**config.mk**
```make
export PLATFORM = sky130hd
export DESIGN_NAME = rgba_over_compositor_unit
export DESIGN_NICKNAME = d
export VERILOG_FILES = /design/src/design/rgbaoc_pkg.sv /design/src/design/rgba_over_compositor_unit.sv
export VERILOG_INCLUDE_DIRS = /design/src /design/src/design
export SDC_FILE = /design/constraint.sdc
export NUM_CORES = 2
export LEC_CHECK = 0
export BUFFER_PORTS_ARGS = -buffer_cell sky130_fd_sc_hd__clkbuf_2
export CORE_MARGIN = 3
export CORE_UTILIZATION = 50
export DETAILED_ROUTE_END_ITERATION = 6
export PLACE_DENSITY_LB_ADDON = 0.3
export SYNTH_ARGS = -nofsm -noshare
export SYNTH_HDL_FRONTEND = slang
export SYNTH_SLANG_ARGS = --single-unit
```
**constraint.sdc**
```tcl
create_clock -name clk -period 19.15 [get_ports clk]
set_clock_uncertainty 0.1 [all_clocks]
set_input_delay 2.8725 -clock clk [delete_from_list [all_inputs] [get_ports clk]]
set_output_delay 2.8725 -clock clk [all_outputs]
set_load 0.1 [all_outputs]
```
**src/design/assert_macros.svh**
```systemverilog
// ----------------------------------------------------------------------------
// assert_macros.svh
// concurrent assertion shorthands with clock and synchronous reset
// ----------------------------------------------------------------------------
`ifndef ASSERT_MACROS_SVH
`define ASSERT_MACROS_SVH

// same-cycle implication
`define ASSERT_IMPL(label, clk, rst, ante, cons) \
  label: assert property (@(posedge clk) disable iff (rst) (ante) |-> (cons)) \
    else $error("assertion failed: same-cycle implication");

// next-cycle implication
`define ASSERT_NEXT(label, clk, rst, ante, cons) \
  label: assert property (@(posedge clk) disable iff (rst) (ante) |=> (cons)) \
    else $error("assertion failed: next-cycle implication");

`endif

```
**src/design/rgbaoc_pkg.sv**
```systemverilog
// ----------------------------------------------------------------------------
// rgbaoc_pkg
// types, format codes and divide-by-255 helper for the rgba over compositor
// ----------------------------------------------------------------------------
`default_nettype none

package rgbaoc_pkg;

  localparam int FMT_W = 2;

  localparam logic [FMT_W-1:0] FMT_RGBA = 2'd0;
  localparam logic [FMT_W-1:0] FMT_RGB  = 2'd1;
  localparam logic [FMT_W-1:0] FMT_BGR  = 2'd2;

  localparam logic [7:0] ALPHA_MAX = 8'd255;

  typedef logic [2:0][7:0]  chan3_t;
  typedef logic [2:0][15:0] prod3_t;

  // products of destination alpha with destination colors, and of the inverted alphas
  typedef struct packed {
    logic             rgba;
    logic             last;
    logic             keep_dst;
    logic             copy_src;
    logic [7:0]       sa;
    logic [7:0]       da;
    chan3_t           s;
    chan3_t           d;
    prod3_t           prod;
    logic [15:0]      aprod;
  } st1_t;

  // premultiplied destination and signed difference magnitude
  typedef struct packed {
    logic             rgba;
    logic             last;
    logic             keep_dst;
    logic             copy_src;
    logic [7:0]       sa;
    logic [7:0]       da;
    logic [7:0]       oa;
    chan3_t           s;
    chan3_t           d;
    chan3_t           pd;
    chan3_t           mag;
    logic [2:0]       neg;
  } st2_t;

  // alpha-weighted difference
  typedef struct packed {
    logic             rgba;
    logic             last;
    logic             keep_dst;
    logic             copy_src;
    logic [7:0]       sa;
    logic [7:0]       da;
    logic [7:0]       oa;
    chan3_t           s;
    chan3_t           d;
    chan3_t           pd;
    prod3_t           m;
    logic [2:0]       neg;
  } st3_t;

  // floor(x / 255) for x up to 255 * 255
  function automatic logic [7:0] div255(input logic [15:0] x);
    logic [15:0] t;
    t = x + {8'd0, x[15:8]} + 16'd1;
    return t[15:8];
  endfunction

endpackage

`default_nettype wire

```
**src/design/rgba_over_compositor_unit.sv**
```systemverilog
// ----------------------------------------------------------------------------
// rgba_over_compositor_unit
// composites an 8-bit rgba source pixel over a destination pixel
//
// s_tdata carries source and destination pixel, s_tlast marks end of run.
// m_tdata carries the new destination pixel, m_tlast follows s_tlast.
// cfg_we / cfg_wdata write the destination format (rgba, rgb, bgr); write it
// only while no beat is in flight.
// Four register stages: alpha products, divide and difference, weight
// multiply, divide and final select. A beat accepted into the first stage moves
// through the second and third stages to the output stage, where it shows on m_tvalid.
// One beat per clock is accepted and delivered while m_tready stays high.
// Each stage holds its beat when the stage after it is full and blocked, so
// a stall on m_tready fills empty stages first, then drops s_tready; no beat
// is lost or repeated.
// Reset empties all stages and sets the format to rgba.
// ----------------------------------------------------------------------------
`default_nettype none

`include "assert_macros.svh"

module rgba_over_compositor_unit (
  input  wire logic                          clk,
  input  wire logic                          rst,
  input  wire logic                          cfg_we,
  input  wire logic [rgbaoc_pkg::FMT_W-1:0]  cfg_wdata,
  input  wire logic                          s_tvalid,
  output logic                               s_tready,
  // src_red, src_green, src_blue, src_alpha, dst_byte0, dst_byte1,
  // dst_byte2, dst_alpha
  input  wire logic [63:0]                   s_tdata,
  input  wire logic                          s_tlast,
  output logic                               m_tvalid,
  input  wire logic                          m_tready,
  // out_byte0, out_byte1, out_byte2, out_alpha
  output logic [31:0]                        m_tdata,
  output logic                               m_tlast
);

  import rgbaoc_pkg::*;

  logic [FMT_W-1:0] dest_format;

  logic v1, v2, v3, v4;
  logic rdy1, rdy2, rdy3, rdy4;
  st1_t p1, p1_next;
  st2_t p2, p2_next;
  st3_t p3, p3_next;
  logic [31:0] out_next;
  logic        out_rgba;

  assign rdy4     = !v4 || m_tready;
  assign rdy3     = !v3 || rdy4;
  assign rdy2     = !v2 || rdy3;
  assign rdy1     = !v1 || rdy2;
  assign s_tready = rdy1;
  assign m_tvalid = v4;

  // stage 1: source select and alpha products
  always_comb begin
    logic [7:0] sr, sg, sb, sa, d0, d1, d2, da;
    sr = s_tdata[7:0];
    sg = s_tdata[15:8];
    sb = s_tdata[23:16];
    sa = s_tdata[31:24];
    d0 = s_tdata[39:32];
    d1 = s_tdata[47:40];
    d2 = s_tdata[55:48];
    da = s_tdata[63:56];
    p1_next.rgba     = (dest_format == FMT_RGBA);
    p1_next.last     = s_tlast;
    p1_next.keep_dst = (sa == 8'd0);
    p1_next.copy_src = (da == 8'd0) || (sa == ALPHA_MAX);
    p1_next.sa       = sa;
    p1_next.da       = da;
    p1_next.s[1]     = sg;
    if (dest_format == FMT_BGR) begin
      p1_next.s[0] = sb;
      p1_next.s[2] = sr;
    end else begin
      p1_next.s[0] = sr;
      p1_next.s[2] = sb;
    end
    p1_next.d[0]    = d0;
    p1_next.d[1]    = d1;
    p1_next.d[2]    = d2;
    p1_next.prod[0] = {8'd0, da} * {8'd0, d0};
    p1_next.prod[1] = {8'd0, da} * {8'd0, d1};
    p1_next.prod[2] = {8'd0, da} * {8'd0, d2};
    p1_next.aprod   = {8'd0, ALPHA_MAX - sa} * {8'd0, ALPHA_MAX - da};
  end

  // stage 2: destination (premultiplied in rgba), output alpha, difference magnitude and sign
  always_comb begin
    logic [7:0] pd;
    p2_next.rgba     = p1.rgba;
    p2_next.last     = p1.last;
    p2_next.keep_dst = p1.keep_dst;
    p2_next.copy_src = p1.copy_src;
    p2_next.sa       = p1.sa;
    p2_next.da       = p1.da;
    p2_next.oa       = ALPHA_MAX - div255(p1.aprod);
    p2_next.s        = p1.s;
    p2_next.d        = p1.d;
    for (int i = 0; i < 3; i++) begin
      pd = p1.rgba ? div255(p1.prod[i]) : p1.d[i];
      p2_next.pd[i]  = pd;
      p2_next.neg[i] = (p1.s[i] < pd);
      p2_next.mag[i] = (p1.s[i] < pd) ? (pd - p1.s[i]) : (p1.s[i] - pd);
    end
  end

  // stage 3: weight by source alpha
  always_comb begin
    p3_next.rgba     = p2.rgba;
    p3_next.last     = p2.last;
    p3_next.keep_dst = p2.keep_dst;
    p3_next.copy_src = p2.copy_src;
    p3_next.sa       = p2.sa;
    p3_next.da       = p2.da;
    p3_next.oa       = p2.oa;
    p3_next.s        = p2.s;
    p3_next.d        = p2.d;
    p3_next.pd       = p2.pd;
    p3_next.neg      = p2.neg;
    for (int i = 0; i < 3; i++) begin
      p3_next.m[i] = {8'd0, p2.sa} * {8'd0, p2.mag[i]};
    end
  end

  // stage 4: divide, apply sign, pick bypass cases
  always_comb begin
    chan3_t     blend;
    logic [7:0] q;
    for (int i = 0; i < 3; i++) begin
      q        = div255(p3.m[i]);
      blend[i] = p3.neg[i] ? (p3.pd[i] - q) : (p3.pd[i] + q);
    end
    priority if (p3.rgba && p3.keep_dst) begin
      out_next = {p3.da, p3.d[2], p3.d[1], p3.d[0]};
    end else if (p3.rgba && p3.copy_src) begin
      out_next = {p3.sa, p3.s[2], p3.s[1], p3.s[0]};
    end else if (p3.rgba) begin
      out_next = {p3.oa, blend[2], blend[1], blend[0]};
    end else begin
      out_next = {8'd0, blend[2], blend[1], blend[0]};
    end
  end

  always_ff @(posedge clk) begin
    if (rst) begin
      dest_format <= FMT_RGBA;
      v1 <= 1'b0;
      v2 <= 1'b0;
      v3 <= 1'b0;
      v4 <= 1'b0;
    end else begin
      if (cfg_we) dest_format <= cfg_wdata;
      if (rdy1) v1 <= s_tvalid;
      if (rdy2) v2 <= v1;
      if (rdy3) v3 <= v2;
      if (rdy4) v4 <= v3;
    end
  end

  always_ff @(posedge clk) begin
    if (rdy1 && s_tvalid) p1 <= p1_next;
    if (rdy2 && v1) p2 <= p2_next;
    if (rdy3 && v2) p3 <= p3_next;
    if (rdy4 && v3) begin
      m_tdata  <= out_next;
      m_tlast  <= p3.last;
      out_rgba <= p3.rgba;
    end
  end

  `ASSERT_IMPL(a_ready_on_bubble, clk, rst, !(v1 && v2 && v3 && v4), s_tready)
  `ASSERT_NEXT(a_stage1_hold, clk, rst, v1 && !rdy2, v1 && $stable(p1))
  `ASSERT_IMPL(a_alpha_zero, clk, rst, m_tvalid && !out_rgba, m_tdata[31:24] == 8'd0)

endmodule

`default_nettype wire
```
==> metrics.log <==
INFO  metric fmaxAchievable = 137.2 MHz
INFO  metric max-vdd-ir-drop = 115.5 µV
INFO  metric hold_violation_total_from_the_final_report = 0
INFO  metric worst_setup_path_end_kind = output pin
INFO  metric place.port_buffers = 106
INFO  metric synth-compound-area-share = 7.113%
INFO  metric worst_r2r_path_depth = 14
INFO  metric post_cts_resize_count = 0
INFO  metric place.detailed.instances = 3969
INFO  metric worstSetupStartpoint = m_tready
INFO  metric power.density = 153.1 nW/µm²
INFO  metric area_growth_synth_to_finish = 8.937%
INFO  metric post_route_cells_drive_above_1_share = 7.970%
INFO  metric die_w = 266.4 µm
INFO  metric synthesis.area = 33900 µm²
INFO  metric leakage = 16.36 nW
INFO  metric power_frac_comb = 56.1%
INFO  metric critical_path_required = 16180 ps
INFO  metric track_usage = 20.55%
INFO  metric criticalPathCategory = input pin to output pin
INFO  metric route.met2.wl = 33920 µm
INFO  metric drt_wl_total = 70930 µm
INFO  metric critPathCapture = s_tready
INFO  metric clock_tree.root_cell = sky130_fd_sc_hd__clkbuf_16
INFO  metric finalCritPeriodShare = 38.05%
INFO  metric r2r_slack = 13700 ps
INFO  metric worstMarginPinSlew = 1117 ps
INFO  metric clock_pin_slew_on_the_worst_setup_and_hold_paths = 60 ps
INFO  metric worst_slew_margin_rel = 25.56%
INFO  metric fp.dieArea = 70950 µm²
INFO  metric synthXorXnorAreaFrac = 4.341%
INFO  metric r2r-start = p2[117]$_DFFE_PP_
INFO  metric commonest_non_fill_non_tap_cell_in_the_layout = sky130_fd_sc_hd__inv_1
INFO  metric synthesis.yosys.warnings = 0
INFO  metric synth_edf_count = 443
INFO  metric seqCellArea = 13420 µm²
INFO  metric final_tns_setup = 0 ps
INFO  metric grt-ovfl-total = 0
INFO  metric drt_pre_antenna_iters = 7
INFO  metric most_frequent_cells_in_the_layout = 448 x sky130_fd_sc_hd__inv_1, 443 x sky130_fd_sc_hd__edfxtp_1, 367 x sky130_fd_sc_hd__ha_1, 295 x sky130_fd_sc_hd__and2_1, 261 x sky130_fd_sc_hd__fa_1
INFO  metric ys_async_sr_fraction = 0%
INFO  metric timing.final.max_slew_violations = 0
INFO  metric drtAntennaViolNets = 0
INFO  metric global_route_wire_length_before_repair = 117400 µm
INFO  metric cts_tree = built
INFO  metric max_clock_buf_depth = 3
INFO  metric routabilityCongestion = 0.8549
INFO  metric failed_checks = design-rule violations
INFO  metric antenna_cells = 0
INFO  metric grt_start_max_net_pins = 81
INFO  metric status = finished with violations
INFO  metric initialDrtViolationCount = 1318
INFO  metric largest_family_of_logic_cells_by_synthesized_area = adder cells
INFO  metric core_area = 66450 µm²
INFO  metric io-pin-count = 107
INFO  metric setup-violations-final = 0
INFO  metric yosys.area_share.adder = 28.99%
INFO  metric wire_per_inst = 17.51 µm
INFO  metric postSynthCellCount = 3051
INFO  metric crit_path_start_kind = input pin
INFO  metric die_height = 266.4 µm
INFO  metric holdBufCountCts = 0
INFO  metric post-route-min-period = 7286 ps
INFO  metric num-fill-cells = 5543
INFO  metric p_switching = 2.300 mW
INFO  metric grt_setup_unrepaired = false
INFO  metric yosysSeqAreaShare = 39.60%
INFO  metric met1_length = 31680 µm
INFO  metric syn_avg_cell_area = 11.11 µm²
INFO  metric yosys_most_used_dff = sky130_fd_sc_hd__edfxtp_1
INFO  metric drc = 2
INFO  metric cts_setup_buffers = 0
INFO  metric clock_tree_sinks = 449
INFO  metric finish.net_count = 3853
INFO  metric grt_antenna_before_repair = 1
INFO  metric met3_routed_wirelength = 3062 µm
INFO  metric dp_hpwl = 52280 µm
INFO  metric worstSkewPairLatency = 590 ps
INFO  metric route.vias.total = 21960
INFO  metric r2r-end = p3[34]$_DFFE_PP_
INFO  metric min-delay-path-class = flip-flop to flip-flop
INFO  metric worstPathArrival = 4310 ps
INFO  metric register_bit_count_reported_by_yosys = 449
INFO  metric switching_share = 40.69%
INFO  metric multiInputGateArea = 18540 µm²
INFO  metric top_signal_layer_used = met4
INFO  metric row_count = 94
INFO  metric synth_nets = 3751
INFO  metric htreeDepth = 2
INFO  metric share_seq_of_total_power = 28.0%
INFO  metric clock_power_share = 15.9%
INFO  metric layoutNonFillerInstCount = 4051
INFO  metric via_per_inst = 5.420
INFO  metric power.internal = 3.352 mW
INFO  metric yosysUniqueCellTypes = 68
INFO  metric synth_simple_gate_area_share = 12.93%
INFO  metric synth_mux_area_share = 1.200%
INFO  metric cts_buffers = 46
INFO  metric first_global_vias = 23280
INFO  metric initial_utilization = 51.01%
INFO  metric max_cap_viol_count = 0
INFO  metric crit_fanout = 5
[worst min-delay path by stage]
stage                        end  cells after the start               from  slack, ps
2_1_floorplan  m_tlast$_DFFE_PP_                      0  p3[149]$_DFFE_PP_        300
3_3_place_gp   p3[121]$_DFFE_PP_                      0   p2[97]$_DFFE_PP_        300
3_5_place_dp   p2[121]$_DFFE_PP_                      0  p1[126]$_DFFE_PP_        300
4_1_cts        p3[115]$_DFFE_PP_                      0   p2[91]$_DFFE_PP_        310
5_1_grt        p3[118]$_DFFE_PP_                      0   p2[94]$_DFFE_PP_        320
6_report       p3[115]$_DFFE_PP_                      0   p2[91]$_DFFE_PP_        310
[power by group through the flow]
stage	sequential [mW]	clock, mW	combinational, mW
after global routing	1.60	0.958	3.61
after detailed placement	1.60	0	3.13
after floorplan	1.55	0	2.46
after global placement	1.59	0	3.03
final	1.58	0.900	3.17
after CTS	1.58	0.922	3.18
[synth_stat cells, types with 4 or more instances]
library cell                number  share of area, %
sky130_fd_sc_hd__a31oi_1        12              0.22
sky130_fd_sc_hd__a21oi_1       130               1.9
sky130_fd_sc_hd__a2111oi_2       5              0.22
sky130_fd_sc_hd__xor2_1         45               1.2
sky130_fd_sc_hd__a21o_1         35              0.78
sky130_fd_sc_hd__o2111ai_1       4              0.10
sky130_fd_sc_hd__dfxtp_1         6              0.35
sky130_fd_sc_hd__nand2_1       223               2.5
sky130_fd_sc_hd__mux2i_1        29              0.86
sky130_fd_sc_hd__a2111oi_0       9              0.23
sky130_fd_sc_hd__o21bai_1       10              0.22
sky130_fd_sc_hd__mux2_2          9              0.30
sky130_fd_sc_hd__nand4_1         7              0.13
sky130_fd_sc_hd__and3_1         11              0.20
sky130_fd_sc_hd__a21boi_1        5              0.11
sky130_fd_sc_hd__a211oi_1        7              0.16
sky130_fd_sc_hd__o211ai_1        7              0.16
sky130_fd_sc_hd__inv_1         448               5.0
sky130_fd_sc_hd__edfxtp_1      443                39
sky130_fd_sc_hd__and2_1        295               5.4
sky130_fd_sc_hd__nor3_1         29              0.43
sky130_fd_sc_hd__nor2b_1        24              0.44
sky130_fd_sc_hd__o21ai_1        17              0.25
sky130_fd_sc_hd__nor2_1        164               1.8
sky130_fd_sc_hd__or3_1          14              0.26
sky130_fd_sc_hd__clkbuf_1       73              0.81
sky130_fd_sc_hd__nor4_1          8              0.15
sky130_fd_sc_hd__nand2b_1       18              0.33
sky130_fd_sc_hd__a22oi_1         4             0.089
sky130_fd_sc_hd__o21ai_0        72               1.1
sky130_fd_sc_hd__ha_1          367                14
sky130_fd_sc_hd__nand3_1        20              0.30
sky130_fd_sc_hd__o22ai_1         4             0.074
sky130_fd_sc_hd__o41ai_1         4              0.10
sky130_fd_sc_hd__xnor2_1       123               3.2
sky130_fd_sc_hd__and4_1          6              0.16
sky130_fd_sc_hd__o21a_1         33              0.73
sky130_fd_sc_hd__or2_2          32              0.59
sky130_fd_sc_hd__fa_1          261                15
[cells by family after synthesis]
family / after synthesis
buf+inv: 523
flops: 449
fa+ha+maj: 629
simple gates: 861
mux: 39
xor+xnor: 168
compound gates: 382
[per-layer routing]
metal | up-vias | GRT usage (%)
met5 | - | 0
met4 | 0 | 7.069
met3 | 130 | 2.613
met2 | 512 | 34.66
met1 | 10940 | 27.58
li1 | 10380 | -
[worst max-delay path, cell delays in order]
cell	delay, ps
sky130_fd_sc_hd__clkbuf_2	80
sky130_fd_sc_hd__nor2b_1	460
sky130_fd_sc_hd__and3_1	390
sky130_fd_sc_hd__nand2_1	120
sky130_fd_sc_hd__clkbuf_2	380
[registers in the layout (all words and copies together) (netlist names)]
| signal | cells |
|---|---|
| dest_format | 2 |
| m_tdata | 32 |
| m_tlast | 1 |
| m_tvalid | 1 |
| p1 | 132 |
| p2 | 127 |
| p3 | 151 |
| v1 | 1 |
| v2 | 1 |
| v3 | 1 |
[area by class of cell]
type / count / share of cell area (%)
multi-input combinational: 2079 / 50.21
timing repair buffer: 129 / 1.904
tap: 864 / 2.928
clock inverter: 23 / 0.8065
clock buffer: 59 / 3.250
inverter: 448 / 4.554
sequential: 449 / 36.35
[metrics by stage]
| stage | util, % | hold slack [ps] | cell area [µm²] | setup WS, ps | total power, mW |
|---|---|---|---|---|---|
| finish | 55.57 | 312.8 | 36920 | 11860 | 5.651 |
| global route | 55.57 | 317.5 | 36920 | 11720 | 6.163 |
| CTS | 55.57 | 311.6 | 36920 | 11880 | 5.681 |
| detailed placement | 53.31 | 304.5 | 35430 | 11430 | 4.725 |
| global placement | 53.31 | 300.4 | 35430 | 11510 | 4.619 |
| floorplan | - | 300.3 | 33900 | 4307 | 4.012 |
Power figures use the tool's default switching activity.
